[src/design/hbcc_pkg.sv]
// Shared types, constants and helpers for the half-block cell compositor.
package hbcc_pkg;

  localparam int unsigned RgbW   = 24;
  localparam int unsigned ChanW  = 8;
  localparam int unsigned AlphaW = 8;
  localparam int unsigned PixW   = 32;
  localparam int unsigned ProdW  = 2 * ChanW;
  localparam int unsigned CfgIdxW = 2;

  localparam logic [ChanW-1:0] ChanMax = 8'hFF;

  localparam logic [RgbW-1:0]   DefaultUnderReset = 24'h101418;
  localparam logic [AlphaW-1:0] TransparentReset  = 8'd40;
  localparam logic [AlphaW-1:0] OpaqueReset       = 8'd200;

  typedef enum logic [CfgIdxW-1:0] {
    REG_DEFAULT_UNDER = 2'd0,
    REG_TRANSPARENT   = 2'd1,
    REG_OPAQUE        = 2'd2
  } reg_index_t;

  typedef enum logic [2:0] {
    ACT_UNTOUCHED   = 3'd0,
    ACT_FULL_UPPER  = 3'd1,
    ACT_UPPER_EDGE  = 3'd2,
    ACT_LOWER_EDGE  = 3'd3,
    ACT_TINT        = 3'd4
  } action_t;

  // Stage advance enables handed from the top level to the blend datapath.
  typedef struct packed {
    logic en2;
    logic en3;
  } stage_en_t;

  // Exact floor(s / 255) for any s up to 255 * 255.
  function automatic logic [ChanW-1:0] div255(input logic [ProdW-1:0] s);
    logic [ProdW:0] t;
    t = {1'b0, s} + {{(ProdW){1'b0}}, 1'b1} + {{(ChanW + 1){1'b0}}, s[ProdW-1:ChanW]};
    return t[ProdW-1:ChanW];
  endfunction

endpackage

[src/design/hbcc_blend.sv]
// Two-stage per-channel alpha blend: products and sum, then divide by 255.
module hbcc_blend (
  input  logic                    clk,
  input  hbcc_pkg::stage_en_t     en,
  input  logic [hbcc_pkg::RgbW-1:0]   over,
  input  logic [hbcc_pkg::RgbW-1:0]   under,
  input  logic [hbcc_pkg::AlphaW-1:0] alpha,
  output logic [hbcc_pkg::RgbW-1:0]   tint
);
  import hbcc_pkg::*;

  localparam int unsigned NumChan = RgbW / ChanW;

  logic [ChanW-1:0] inv_alpha;

  assign inv_alpha = ChanMax - alpha;

  for (genvar c = 0; c < NumChan; c++) begin : g_chan
    logic [ProdW-1:0] prod_over;
    logic [ProdW-1:0] prod_under;
    logic [ProdW-1:0] sum;
    logic [ChanW-1:0] quot;

    assign prod_over  = {{ChanW{1'b0}}, over[c*ChanW +: ChanW]} * {{ChanW{1'b0}}, alpha};
    assign prod_under = {{ChanW{1'b0}}, under[c*ChanW +: ChanW]} * {{ChanW{1'b0}}, inv_alpha};

    // The two weights add to 255, so the sum never exceeds 255 * 255.
    always_ff @(posedge clk) begin
      if (en.en2) begin
        sum <= prod_over + prod_under;
      end
    end

    always_ff @(posedge clk) begin
      if (en.en3) begin
        quot <= div255(sum);
      end
    end

    assign tint[c*ChanW +: ChanW] = quot;
  end

endmodule

[src/design/halfblock_cell_compositor_unit.sv]
// Top level of the half-block cell compositor: classify and blend each cell item.
// One cell can enter on every clock unless a stalled output has filled the pipeline.
// Three register stages lie between input and output: stage one compares the alphas
// and registers the action and the blend operands, stage two registers the channel
// products' sums, and stage three divides by 255 into the output register.
// Each stage advances whenever the stage after it is empty or moving, so a stalled
// output still lets earlier bubbles fill and nothing is lost or repeated.
module halfblock_cell_compositor_unit (
  input  logic        clk,
  input  logic        rst,
  // Configuration writes.
  input  logic                         cfg_we,
  input  logic [hbcc_pkg::CfgIdxW-1:0] cfg_index,
  input  logic [hbcc_pkg::RgbW-1:0]    cfg_data,
  // Input items.
  input  logic        s_axis_tvalid,
  output logic        s_axis_tready,
  input  logic [87:0] s_axis_tdata,  // top_pixel, bottom_pixel, cell_bg_color
  input  logic        s_axis_tuser,  // cell_bg_is_rgb
  // Result items.
  output logic        m_axis_tvalid,
  input  logic        m_axis_tready,
  output logic [47:0] m_axis_tdata,  // fg_color, bg_color
  output logic [2:0]  m_axis_tuser   // action
);
  import hbcc_pkg::*;

  logic [RgbW-1:0]   default_under;
  logic [AlphaW-1:0] transparent_below;
  logic [AlphaW-1:0] opaque_above;

  always_ff @(posedge clk) begin
    if (rst) begin
      default_under     <= DefaultUnderReset;
      transparent_below <= TransparentReset;
      opaque_above      <= OpaqueReset;
    end else if (cfg_we) begin
      case (cfg_index)
        REG_DEFAULT_UNDER: default_under     <= cfg_data;
        REG_TRANSPARENT:   transparent_below <= cfg_data[AlphaW-1:0];
        REG_OPAQUE:        opaque_above      <= cfg_data[AlphaW-1:0];
        default: ;
      endcase
    end
  end

  logic [PixW-1:0] top_pixel;
  logic [PixW-1:0] bottom_pixel;
  logic [RgbW-1:0] cell_bg_color;
  logic            cell_bg_is_rgb;

  assign top_pixel      = s_axis_tdata[31:0];
  assign bottom_pixel   = s_axis_tdata[63:32];
  assign cell_bg_color  = s_axis_tdata[87:64];
  assign cell_bg_is_rgb = s_axis_tuser;

  logic      v1, v2, v3;
  stage_en_t en;
  logic      en1;

  assign en.en3 = !v3 || m_axis_tready;
  assign en.en2 = !v2 || en.en3;
  assign en1    = !v1 || en.en2;
  assign s_axis_tready = en1;

  always_ff @(posedge clk) begin
    if (rst) begin
      v1 <= 1'b0;
      v2 <= 1'b0;
      v3 <= 1'b0;
    end else begin
      if (en1)    v1 <= s_axis_tvalid;
      if (en.en2) v2 <= v1;
      if (en.en3) v3 <= v2;
    end
  end

  // Stage one: classify the cell.
  logic [AlphaW-1:0] a_upper;
  logic [AlphaW-1:0] a_lower;
  logic              top_op;
  logic              bot_op;
  action_t           action_next;
  logic [RgbW-1:0]   fg_next;
  logic [RgbW-1:0]   bg_next;

  assign a_upper = top_pixel[PixW-1 -: AlphaW];
  assign a_lower = bottom_pixel[PixW-1 -: AlphaW];
  assign top_op  = a_upper > opaque_above;
  assign bot_op  = a_lower > opaque_above;

  always_comb begin
    fg_next = '0;
    bg_next = '0;
    if (a_upper < transparent_below && a_lower < transparent_below) begin
      action_next = ACT_UNTOUCHED;
    end else if (top_op && bot_op) begin
      action_next = ACT_FULL_UPPER;
      fg_next     = top_pixel[RgbW-1:0];
      bg_next     = bottom_pixel[RgbW-1:0];
    end else if (top_op) begin
      action_next = ACT_UPPER_EDGE;
      fg_next     = top_pixel[RgbW-1:0];
    end else if (bot_op) begin
      action_next = ACT_LOWER_EDGE;
      fg_next     = bottom_pixel[RgbW-1:0];
    end else begin
      action_next = ACT_TINT;
    end
  end

  action_t           action1, action2, action3;
  logic [RgbW-1:0]   fg1, fg2, fg3;
  logic [RgbW-1:0]   bg1, bg2, bg3;
  logic [RgbW-1:0]   over1;
  logic [RgbW-1:0]   under1;
  logic [AlphaW-1:0] alpha1;
  logic [RgbW-1:0]   tint;

  always_ff @(posedge clk) begin
    if (en1) begin
      action1 <= action_next;
      fg1     <= fg_next;
      bg1     <= bg_next;
      over1   <= top_pixel[RgbW-1:0];
      under1  <= cell_bg_is_rgb ? cell_bg_color : default_under;
      alpha1  <= (a_upper > a_lower) ? a_upper : a_lower;
    end
  end

  hbcc_blend u_blend (
    .clk   (clk),
    .en    (en),
    .over  (over1),
    .under (under1),
    .alpha (alpha1),
    .tint  (tint)
  );

  always_ff @(posedge clk) begin
    if (en.en2) begin
      action2 <= action1;
      fg2     <= fg1;
      bg2     <= bg1;
    end
    if (en.en3) begin
      action3 <= action2;
      fg3     <= fg2;
      bg3     <= bg2;
    end
  end

  assign m_axis_tvalid = v3;
  assign m_axis_tuser  = action3;
  assign m_axis_tdata  = {(action3 == ACT_TINT) ? tint : bg3, fg3};

endmodule

[config.mk]
export PLATFORM = sky130hd
export DESIGN_NAME = halfblock_cell_compositor_unit
export DESIGN_NICKNAME = d
export VERILOG_FILES = /design/src/design/hbcc_pkg.sv /design/src/design/hbcc_blend.sv /design/src/design/halfblock_cell_compositor_unit.sv
export SDC_FILE = /design/constraint.sdc
export NUM_CORES = 1
export LEC_CHECK = 0
export ABC_AREA = 1
export BUFFER_PORTS_ARGS = -buffer_cell sky130_fd_sc_hd__buf_4
export CAP_MARGIN = 10
export CORE_MARGIN = 2
export CORE_UTILIZATION = 28
export DETAILED_ROUTE_END_ITERATION = 16
export PLACE_DENSITY = 0.56
export SYNTH_ARGS = -nofsm -noshare
export SYNTH_HDL_FRONTEND = slang
export SYNTH_SLANG_ARGS = --single-unit
[constraint.sdc]
create_clock -name clk -period 9.1 [get_ports clk]
set_input_delay 2.275 -clock clk [delete_from_list [all_inputs] [get_ports clk]]
set_output_delay 2.275 -clock clk [all_outputs]
set_load 0.005 [all_outputs]
==> metrics.yaml, run 1 <==
rows: 113
dieArea_mm2: 0.0987
yosysSeqAreaShare_pct: 34.5
r2r_setup_slack_ns: 3.02
htreeDepth: 2
hold_end: "bg3[1]$_DFFE_PP_"
syn_to_final_growth_pct: 14.3
drive_above_1_share_pct: 9.44
fill_cells: 9882
dp_hpwl_mm: 53.1
cp.required_ns: 6.83
die_x_um: 314
report.final.hold_viol_count: 0
drc: 0
synth.most_common_cell: "inv_1"
path_clk_slew_ns: 0.06
drt_iter0_drc: 1173
numCtsBuffers: 39
start_kind: "primary input"
cts_tree: "built"
finalCritPeriodShare_pct: 68.4
postCtsHoldBufs: 0
synth_mux_area_share_pct: 1.00
fin_setup_tns_ns: 0
cap_violations: 0
synth_xor_area_share_pct: 1.50
rsz0062_at_grt: "false"
yosys-top-cells-count: "inv_1 (723), nand2_1 (510), nor2_1 (317)"
dr_total_vias: 18824
yosysWarnings: 0
cp-end-kind: "primary output"
holdCritPathClass: "flip-flop to flip-flop"
avgSynthCellArea_um2: 9.24
synth_seq_cells: 324
drt_first_pass_iters: 5
tightest_slew_ns: 1.15
async_reset_ff_share_pct: 0
ff2ff_path_depth: 19
synth_area_leaders: "edfxtp_1 (31%), fa_1 (21%), ha_1 (11%), inv_1 (10%), nand2_1 (7.1%)"
fin_skew_ns: 0.0550
cts_buffer_depth: 3
synth-compound-area-share_pct: 4.22
max-slew-margin-rel_pct: 22.9
synth_ff_type: "edfxtp_1"
hp-start: "bg2[1]$_DFFE_PP_"
synth_edf_count: 281
utilization_pct: 32.3
post_cts_buffers: 0
start_util_pct: 28.3
yosys.area_share.simple_pct: 14.2
hold_path_depth: 0
critical_path_arrival_ns: 3.95
grt_antenna_before_repair: 2
crit-reg2reg-capture: "u_blend.g_chan[1].sum[14]$_DFFE_PP_"
yosysTopAreaCellShare_pct: 31.3
yosysTopAreaCell: "edfxtp_1"
wl_per_cell_um: 15.7
grt_overflow: 0
syn-cell-area_mm2: 0.0269
insertion_delay_ns: 0.61
grt_use_total_pct: 14.2
root_buffer: "clkbuf_16"
outcome: "complete, no violations"
die_h_um: 314
crit_type: "primary input to primary output"
synthDistinctLibCells: 43
grt_max_degree: 76
syn_inst: 2915
cts.sinks: 324
r2r-start: "alpha1[5]$_DFFE_PP_"
grt_pass1_vias: 19438
gp_congestion: 0.849
synth-adder-area-share_pct: 32.8
io_pins: 173
viasPerCell: 4.33
drv_slew: 0
layout.nets: 3706
grt_first_pass_wirelength_mm: 109
finalWirelength_mm: 68.3
synth_top_family_by_area: "adder cells"
post_cts_resized: 0
core-area_mm2: 0.0952
setup_violations: 0
max_freq_mhz: 161
portBuffers: 172
path_max_fanout: 35
layout_min_cycle_time_ns: 6.22
ant_nets: 0
## per-layer routing
| layer | track usage, % | up-vias | share of wire (%) |
|---|---|---|---|
| met5 | 0 | - | 0.018 |
| met1 | 19.5 | 9153 | 46 |
| met2 | 23.4 | 440 | 47 |
| li1 | - | 9156 | - |
| met4 | 3.63 | 2 | 2.3 |
| met3 | 2.27 | 73 | 5.2 |
## state kept, by name, summed over array words and instances (netlist names), 3 cells and up
| register | flops |
|---|---|
| bg3 | 24 |
| bg1 | 24 |
| opaque_above | 8 |
| u_blend.g_chan.sum | 48 |
| fg1 | 24 |
| action1 | 3 |
| u_blend.g_chan.quot | 24 |
| m_axis_tuser | 3 |
| fg3 | 24 |
| over1 | 24 |
| under1 | 24 |
| fg2 | 24 |
| default_under | 24 |
| transparent_below | 8 |
| alpha1 | 8 |
| bg2 | 24 |
| action2 | 3 |
## worst max path at each step
stage	from	to	slack, ns	cells after the start
after floorplan	m_axis_tready	s_axis_tready	0.28	4
after CTS	m_axis_tready	s_axis_tready	2.84	6
after global routing	m_axis_tready	s_axis_tready	2.74	6
final	m_axis_tready	s_axis_tready	2.88	6
after global placement	m_axis_tready	s_axis_tready	2.91	6
after detailed placement	m_axis_tready	s_axis_tready	2.85	6
## per-stage QoR
stage | hold WS, ns | instances | instance area, um^2 | worst slack (ns)
2_1_floorplan | 0.400 | 2917 | 26900 | 0.282
3_3_place_gp | 0.401 | 4277 | 29500 | 2.91
3_5_place_dp | 0.405 | 4277 | 29500 | 2.85
4_1_cts | 0.418 | 4347 | 30800 | 2.84
5_1_grt | 0.421 | 4348 | 30800 | 2.74
6_report | 0.416 | 4348 | 30800 | 2.88
## logic make-up (layout without fill, tap and decap cells)
kind of cell,after synthesis,after routing
and+or+nand+nor,958,958
DFF,324,324
xor gates and xnor gates,46,46
other,1,4
AOI/OAI and AO/OA,208,208
adders and majority gates,533,533
muxes,24,24
buffers and inverters,821,986
## area by class of cell
cell class                 instances  area, um^2  share of cell area (%)
sequential                       324        9300                    30.2
multi-input combinational       1772       14500                    47.1
tap                             1265        1580                    5.14
clock inverter                    22         228                   0.740
clock buffer                      48        1020                    3.32
antenna                            1        2.50                 0.00813
timing repair buffer             188        1410                    4.59
inverter                         728        2740                    8.89
## critical path: stages
cell and delay, ns:
buf_4 0.11, inv_1 0.13, nand2_4 0.27, nor2_1 0.44, nand2_4 0.38, buf_4 0.31
## layout by cell type, fill, tap and decap left out, types with 39 or more instances in the layout
cell type  netlist  final
inv_1          723    722
nand2_1        510    508
nor2_1         317    317
fa_1           288    288
edfxtp_1       281    281
ha_1           245    245
buf_4            3    188
nand3_1         96     96
a21oi_1         87     87
o21ai_0         76     76
dfxtp_1         43     43
clkbuf_16        0     39
Power of run 1 is not shown: default switching activity piles up to over one toggle a cycle in this logic, so the estimate is an artifact.
==> inputs of run 2 (changes only) <==
--- a/config.mk
+++ b/config.mk
@@ -5,13 +5,13 @@
 export SDC_FILE = /design/constraint.sdc
 export NUM_CORES = 1
 export LEC_CHECK = 0
-export ABC_AREA = 1
+export ABC_AREA = 0
 export BUFFER_PORTS_ARGS = -buffer_cell sky130_fd_sc_hd__buf_4
 export CAP_MARGIN = 10
 export CORE_MARGIN = 2
 export CORE_UTILIZATION = 28
 export DETAILED_ROUTE_END_ITERATION = 16
-export PLACE_DENSITY = 0.56
+export PLACE_DENSITY = 0.57
 export SYNTH_ARGS = -nofsm -noshare
 export SYNTH_HDL_FRONTEND = slang
 export SYNTH_SLANG_ARGS = --single-unit
==> constraint.sdc (replaced) <==
create_clock -name clk -period 5.46 [get_ports clk]
set_input_delay 1.365 -clock clk [delete_from_list [all_inputs] [get_ports clk]]
set_output_delay 1.365 -clock clk [all_outputs]
set_load 0.005 [all_outputs]
==> run 2 against run 1 <==
Compared with the run above:
- the run now ends with negative setup slack left
- utilization up 1.8 points
- via count down 9.8%
- sequential cell count unchanged
- die area down 2.1%
- final cell count down 9.4%
- critical path type is now flip-flop to flip-flop
- highest routed layer is now met4
==> metrics.yaml, run 2 <==
yosysTopAreaCellShare_pct: 32.0  # was 31.3%
root_buffer: "clkbuf_16"  # unchanged
viasPerCell: 4.31  # was 4.33
crit_type: "flip-flop to flip-flop"  # was primary input to primary output
async_reset_ff_share_pct: 0  # unchanged
grt_max_degree: 76  # unchanged
yosysWarnings: 0  # unchanged
synth-adder-area-share_pct: 33.5  # was 32.8%
outcome: "finished, violations left"  # was complete, no violations
finalWirelength_mm: 63.7  # was 68.3 mm
fin_setup_tns_ns: -0.259  # was 0 ns
largest_reg_flops: 48  # unchanged
layout_min_cycle_time_ns: 5.54
cts_buffer_depth: 3  # unchanged
drive_above_1_share_pct: 20.5  # was 9.44%
grt_first_pass_wirelength_mm: 101  # was 109 mm
grt_overflow: 0  # unchanged
max_freq_mhz: 180
die_h_um: 311  # was 314 um
finalCritPeriodShare_pct: 102
synth_mux_area_share_pct: 3.02  # was 1.00%
drt_first_pass_iters: 6  # was 5
synth_xor_area_share_pct: 2.23  # was 1.50%
synthDistinctLibCells: 62  # was 43
htreeDepth: 2  # unchanged
portBuffers: 172  # unchanged
numCtsBuffers: 41  # was 39
wl_per_cell_um: 16.2  # was 15.7 um
rows: 112  # was 113
drt_iter0_drc: 761  # was 1,173
cap_violations: 0  # unchanged
io_pins: 173  # unchanged
worst_slack_ns: -0.0821  # was 2.88 ns
synth_edf_count: 281  # unchanged
path_clk_slew_ns: 0.06  # about the same
synth_ff_type: "edfxtp_1"  # unchanged
mostFrequentLayoutCell: "inv_1"  # unchanged
top_register: "u_blend.g_chan.sum"  # unchanged
seqCellArea_mm2: 0.00930  # unchanged
fin_total_pwr_mw: 23.1
postCtsHoldBufs: 0  # unchanged
n_antenna_cell: 0  # was 1
syn-cell-area_mm2: 0.0263  # was 0.0269 mm^2
synth_seq_cells: 324  # unchanged
yosysTopAreaCell: "edfxtp_1"  # unchanged
yosys-top-cells-count: "inv_1 (427), fa_1 (288), edfxtp_1 (281)"  # was inv_1 (723), nand2_1 (510), nor2_1 (317)
layout.nets: 3305  # was 3,706
cts_tree: "built"  # unchanged
dieArea_mm2: 0.0965  # was 0.0987 mm^2
setup_violations: 4  # was 0
grt_antenna_before_repair: 1  # was 2
violations: "negative setup slack"
cts.sinks: 324  # unchanged
path_max_fanout: 6  # was 35
holdCritPathClass: "flip-flop to flip-flop"  # unchanged
utilization_pct: 34.1  # was 32.3%
yosysSeqAreaShare_pct: 35.3  # was 34.5%
pre_cts_ws_ns: -0.160  # was 2.85 ns
grt_pass1_vias: 17761  # was 19,438
p_leak_nw: 14.6
max-slew-margin-rel_pct: 26.1  # was 22.9%
cp-end-kind: "flip-flop"  # was primary output
tightest_slew_ns: 1.11  # was 1.15 ns
report.final.hold_viol_count: 0  # unchanged
synth_top_family_by_area: "adder cells"  # unchanged
grt_use_total_pct: 13.3  # was 14.2%
ant_nets: 0  # unchanged
avgSynthCellArea_um2: 11.1  # was 9.24 um^2
die_x_um: 311  # was 314 um
drc: 0  # unchanged
synth-compound-area-share_pct: 4.88  # was 4.22%
holdWs_ns: 0.412  # was 0.416 ns
cp.required_ns: 5.76  # was 6.83 ns
dr_total_vias: 16972  # was 18,824
drv_slew: 0  # unchanged
synth.most_common_cell: "inv_1"  # unchanged
mostFrequentLayoutCells: "inv_1 (423), buf_4 (303), edfxtp_1 (281), fa_1 (278), ha_1 (231)"  # was inv_1 (722), nand2_1 (508), nor2_1 (317), fa_1 (288), edfxtp_1 (281)
vdd_drop_max_v: 0.000883
insertion_delay_ns: 0.59  # was 0.61 ns
dp_hpwl_mm: 48.6  # was 53.1 mm
power_density_mw_per_mm2: 724
synth_area_leaders: "edfxtp_1 (32%), fa_1 (22%), ha_1 (12%), inv_1 (6.1%), nor2b_1 (3.4%)"  # was edfxtp_1 (31%), fa_1 (21%), ha_1 (11%), inv_1 (10%), nand2_1 (7.1%)
fill_cells: 9456  # was 9,882
yosys.area_share.simple_pct: 13.6  # was 14.2%
start_util_pct: 28.2  # was 28.3%
syn_to_final_growth_pct: 20.9  # was 14.3%
start_kind: "flip-flop"  # was primary input
rsz0062_at_grt: "true"  # was false
gp_congestion: 0.809  # was 0.849
critical_path_arrival_ns: 5.84  # was 3.95 ns
syn_inst: 2367  # was 2,915
fin_skew_ns: 0.0181  # was 0.0550 ns
core-area_mm2: 0.0933  # was 0.0952 mm^2
multiInputGateArea_mm2: 0.0155  # was 0.0145 mm^2
run 2: worst max-delay path, cell delays in order, from the launching register on:
cell and delay (ns):
edfxtp_1 0.38, buf_6 0.15, buf_12 0.13, and2_1 0.15, fa_1 0.54, inv_1 0.05
fa_1 0.47, fa_1 0.52, inv_1 0.06, fa_1 0.46, fa_1 0.53, inv_1 0.05
fa_1 0.48, inv_1 0.07, ha_4 0.22, and3_4 0.17, and2_1 0.15, o31a_1 0.23
o21bai_1 0.18, mux2i_1 0.16, o311ai_1 0.12
run 2: per-stage QoR:
stage,area [um^2],instances
finish,31800,3938
global route,31800,3938
CTS,31400,3926
detailed placement,30000,3848
global placement,30000,3848
floorplan,26400,2369
run 2: final cells by class:
cell class,instances,area share (%)
multi-input combinational,1541,48.6
sequential,324,29.2
timing repair buffer,317,7.96
inverter,427,5.05
tap,1254,4.93
clock buffer,52,3.54
clock inverter,23,0.743
run 2: kinds of logic (layout without fill, tap and decap cells):
family                     count (synthesis)  count (layout)
other                                      1               3
and+or+nand+nor                          682             682
muxes                                     72              72
AOI/OAI and AO/OA                        184             184
adders and majority gates                533             533
DFF                                      324             324
buffers and inverters                    504             819
xor gates and xnor gates                  67              67
run 2: metal layers:
layer | routed length, um | track usage (%)
met1 | 31300 | 19.1
met2 | 28700 | 20.9
met3 | 2570 | 2.08
met4 | 1090 | 2.99
met5 | 0 | 0
run 2: worst paths after layout:
path	start	endpoint	slack (ns)	cells past startpoint
worst min-delay path	fg1[13]$_SDFFCE_PP0P_	fg2[13]$_DFFE_PP_	0.41	0
worst min register to register	fg1[13]$_SDFFCE_PP0P_	fg2[13]$_DFFE_PP_	0.41	0
worst max-delay path	alpha1[4]$_DFFE_PP_	u_blend.g_chan[2].sum[15]$_DFFE_PP_	-0.08	20
worst max register to register	alpha1[4]$_DFFE_PP_	u_blend.g_chan[2].sum[15]$_DFFE_PP_	-0.08	20
run 2: repair_timing:
item                       4_1_cts  5_1_grt
cloned                           0        3
buffers inserted                 3        9
setup endpoints to repair        7       17
pin swaps                        4       31
gates resized for setup         11       67
run 2: power by group:
group | total (mW) | switching [mW] | internal [mW]
Sequential | 4.06 | 0.272 | 3.79
Combinational | 16.2 | 8.32 | 7.92
Clock | 2.74 | 1.12 | 1.62
Total | 23.1 | 9.72 | 13.3
(Power assumes the default switching activity.)
==> inputs of run 3 (changes only) <==
--- a/config.mk
+++ b/config.mk
@@ -10,6 +10,7 @@
 export CAP_MARGIN = 10
 export CORE_MARGIN = 2
 export CORE_UTILIZATION = 28
+export CTS_BUF_LIST = sky130_fd_sc_hd__clkbuf_16
 export DETAILED_ROUTE_END_ITERATION = 16
 export PLACE_DENSITY = 0.57
 export SYNTH_ARGS = -nofsm -noshare
==> run 3 against run 2 <==
Compared with the run above:
- first-iteration DRC count grew 2.0%
- highest routed layer unchanged
- the run still ends with negative setup slack left
- wire length is essentially flat
- final cell count is essentially flat
- count of clock-buffer cells in the layout shrank 10
- sequential cell count is the same
- worst setup slack gained 0.0022 ns
==> metrics.yaml, run 3 (synthesis gave the netlist of run 2 again) <==
met2_length_mm: 28.8  # was 28.7 mm
drc: 0  # unchanged
power_frac_clock_pct: 11.7  # was 11.9%
ff2ff_path_depth: 20  # unchanged
layout_min_cycle_time_ns: 5.54  # about the same
portBuffers: 172  # unchanged
grt_use_total_pct: 13.3  # about the same
cp.required_ns: 5.76  # about the same
power_density_mw_per_mm2: 722  # was 724 mW/mm^2
r2r_setup_slack_ns: -0.08  # about the same
netSwitchingPower_mw: 9.69  # was 9.72 mW
insertion_delay_ns: 0.59  # about the same
io_pins: 173  # unchanged
report.final.hold_viol_count: 0  # unchanged
final_cells: 3937  # was 3,938
path_clk_slew_ns: 0.06  # about the same
dp_hpwl_mm: 48.6  # unchanged
drive_above_1_share_pct: 20.4  # was 20.5%
fin_skew_ns: 0.0176  # was 0.0181 ns
top_register: "u_blend.g_chan.sum"  # unchanged
grt_antenna_before_repair: 1  # unchanged
die_h_um: 311  # unchanged
rsz0062_at_grt: "true"  # unchanged
hold_path_depth: 0  # unchanged
critical_path_arrival_ns: 5.84  # about the same
drv_slew: 0  # unchanged
die_x_um: 311  # unchanged
place_inst: 3848  # unchanged
ant_nets: 0  # unchanged
holdCritPathClass: "flip-flop to flip-flop"  # unchanged
core-area_mm2: 0.0933  # unchanged
postLayoutCellArea_mm2: 0.0318  # about the same
grt_first_pass_wirelength_mm: 100  # was 101 mm
combPwrFrac_pct: 70.6  # was 70.5%
placed_area_mm2: 0.0300  # unchanged
cp_common_cell: "fa_1"  # unchanged
cts.sinks: 324  # unchanged
cp-end-kind: "flip-flop"  # unchanged
htreeDepth: 2  # unchanged
r2r-start: "alpha1[4]$_DFFE_PP_"  # unchanged
utilization_pct: 34.1  # about the same
hp-start: "fg1[13]$_SDFFCE_PP0P_"  # unchanged
largest_reg_flops: 48  # unchanged
max_freq_mhz: 181  # was 180 MHz
root_buffer: "clkbuf_16"  # unchanged
numCtsBuffers: 41  # unchanged
grt_pass1_vias: 17749  # was 17,761
cts_buffer_depth: 3  # unchanged
seqCellArea_mm2: 0.00930  # unchanged
wl_per_cell_um: 16.2  # about the same
p_leak_nw: 14.6  # about the same
outcome: "finished, violations left"  # unchanged
fill_cells: 9460  # was 9,456
crit-reg2reg-capture: "u_blend.g_chan[2].sum[15]$_DFFE_PP_"  # unchanged
p_seq_share_pct: 17.7  # was 17.6%
max-slew-margin-rel_pct: 26.6  # was 26.1%
mostFrequentLayoutCell: "inv_1"  # unchanged
wl_met1_mm: 31.2  # was 31.3 mm
worst_slack_ns: -0.0799  # was -0.0821 ns
finalWirelength_mm: 63.6  # was 63.7 mm
crit_chain: "buf_6 -> buf_12 -> and2_1 -> fa_1 -> inv_1 -> fa_1 -> fa_1 -> inv_1 -> fa_1 -> fa_1 -> inv_1 -> fa_1 -> inv_1 -> ha_4 -> and3_4 -> and2_1 -> o31a_1 -> o21bai_1 -> mux2i_1 -> o311ai_1"  # unchanged
cap_violations: 0  # unchanged
drt_iter0_drc: 776  # was 761
vdd_drop_max_v: 0.000884  # was 0.000883 V
dieArea_mm2: 0.0965  # unchanged
grt_max_degree: 76  # unchanged
intPower_mw: 13.3  # about the same
path_max_fanout: 6  # unchanged
layout.nets: 3304  # was 3,305
max_stage_delay_ns: 0.54  # about the same
mostFrequentLayoutCells: "inv_1 (429), buf_4 (302), edfxtp_1 (281), fa_1 (278), ha_1 (231)"  # was inv_1 (423), buf_4 (303), edfxtp_1 (281), fa_1 (278), ha_1 (231)
drt_first_pass_iters: 5  # was 6
rows: 112  # unchanged
start_kind: "flip-flop"  # unchanged
tightest_slew_ns: 1.10  # was 1.11 ns
cts_tree: "built"  # unchanged
crit_type: "flip-flop to flip-flop"  # unchanged
finalCritPeriodShare_pct: 101  # was 102%
critPathBufInv: 6  # unchanged
routed.top_layer: "met4"  # unchanged
syn_to_final_growth_pct: 20.7  # was 20.9%
setup_violations: 4  # unchanged
hold_end: "fg2[13]$_DFFE_PP_"  # unchanged
critPathSlowestCell: "fa_1"  # unchanged
dr_total_vias: 16960  # was 16,972
p_sw_share_pct: 42.2  # about the same
violations: "negative setup slack"  # unchanged
start_util_pct: 28.2  # unchanged
grt_overflow: 0  # unchanged
fin_setup_tns_ns: -0.247  # was -0.259 ns
viasPerCell: 4.31  # about the same
n_antenna_cell: 0  # unchanged
multiInputGateArea_mm2: 0.0155  # unchanged
cp_top_family: "adder cells"  # unchanged
wl_met3_mm: 2.60  # was 2.57 mm
gp_congestion: 0.809  # unchanged
-- run 3: cell types whose count changed in the layout (fill, tap and decap cells not counted) --
cell / before / now
buf_4: 303 / 302
clkbuf_1: 6 / 0
clkbuf_8: 4 / 0
clkinv_1: 5 / 7
inv_1: 423 / 429
inv_2: 2 / 4
-- run 3: cell type report --
| class | count | area share [%] |
|---|---|---|
| clock buffers | 42 | 3.31 |
| clock inverters | 33 | 0.862 |
| inverters | 427 | 5.05 |
| multi-input cells | 1541 | 48.6 |
| flip-flops and latches | 324 | 29.2 |
| well taps | 1254 | 4.94 |
| repair buffers | 316 | 7.95 |
-- run 3: timing repair --
item / CTS / global route
endpoints found under the setup margin: 7 / 17
hold buffers: 0 / 0
buffers inserted: 3 / 8
cloned: 0 / 3
gates resized for setup: 11 / 67
pin swaps: 4 / 31
-- run 3: how the worst max path moves through the flow --
stage	from	to	cells past startpoint	slack [ns]
after global placement	over1[4]$_DFFE_PP_	u_blend.g_chan[0].sum[12]$_DFFE_PP_	18	-0.05
after detailed placement	alpha1[4]$_DFFE_PP_	u_blend.g_chan[2].sum[15]$_DFFE_PP_	19	-0.16
after CTS	alpha1[4]$_DFFE_PP_	u_blend.g_chan[2].sum[13]$_DFFE_PP_	18	-0.12
after global routing	alpha1[4]$_DFFE_PP_	u_blend.g_chan[2].sum[15]$_DFFE_PP_	20	-0.27
final	alpha1[4]$_DFFE_PP_	u_blend.g_chan[2].sum[15]$_DFFE_PP_	20	-0.08
after floorplan	alpha1[6]$_DFFE_PP_	u_blend.g_chan[0].sum[12]$_DFFE_PP_	20	-0.02
-- run 3: power by group through the flow --
stage | Sequential (mW) | Combinational, mW | Clock (mW)
6_report | 4.06 | 16.2 | 2.68
5_1_grt | 4.11 | 18.4 | 2.87
4_1_cts | 4.07 | 14.7 | 2.78
3_5_place_dp | 4.12 | 14.2 | 0
3_3_place_gp | 4.11 | 14.0 | 0
2_1_floorplan | 3.99 | 9.93 | 0
-- run 3: worst register-to-register path: stages, from the launching register on --
cell	delay (ns)
edfxtp_1	0.38
buf_6	0.15
buf_12	0.13
and2_1	0.15
fa_1	0.54
inv_1	0.05
fa_1	0.47
fa_1	0.52
inv_1	0.06
fa_1	0.46
fa_1	0.53
inv_1	0.05
fa_1	0.48
inv_1	0.07
ha_4	0.22
and3_4	0.17
and2_1	0.15
o31a_1	0.23
o21bai_1	0.18
mux2i_1	0.16
o311ai_1	0.12
-- run 3: layer usage --
metal	vias up	track usage, %
met2	312	20.9
met5	-	0
li1	8197	-
met1	8390	19.1
met3	61	2.08
met4	0	2.99
-- run 3: through the flow --
| step | setup WS, ns | hold slack (ns) | power, mW |
|---|---|---|---|
| after CTS | -0.118 | 0.414 | 21.5 |
| after floorplan | -0.0194 | 0.400 | 13.9 |
| after global placement | -0.0521 | 0.400 | 18.1 |
| final | -0.0799 | 0.413 | 23.0 |
| after detailed placement | -0.160 | 0.405 | 18.3 |
| after global routing | -0.266 | 0.420 | 25.4 |
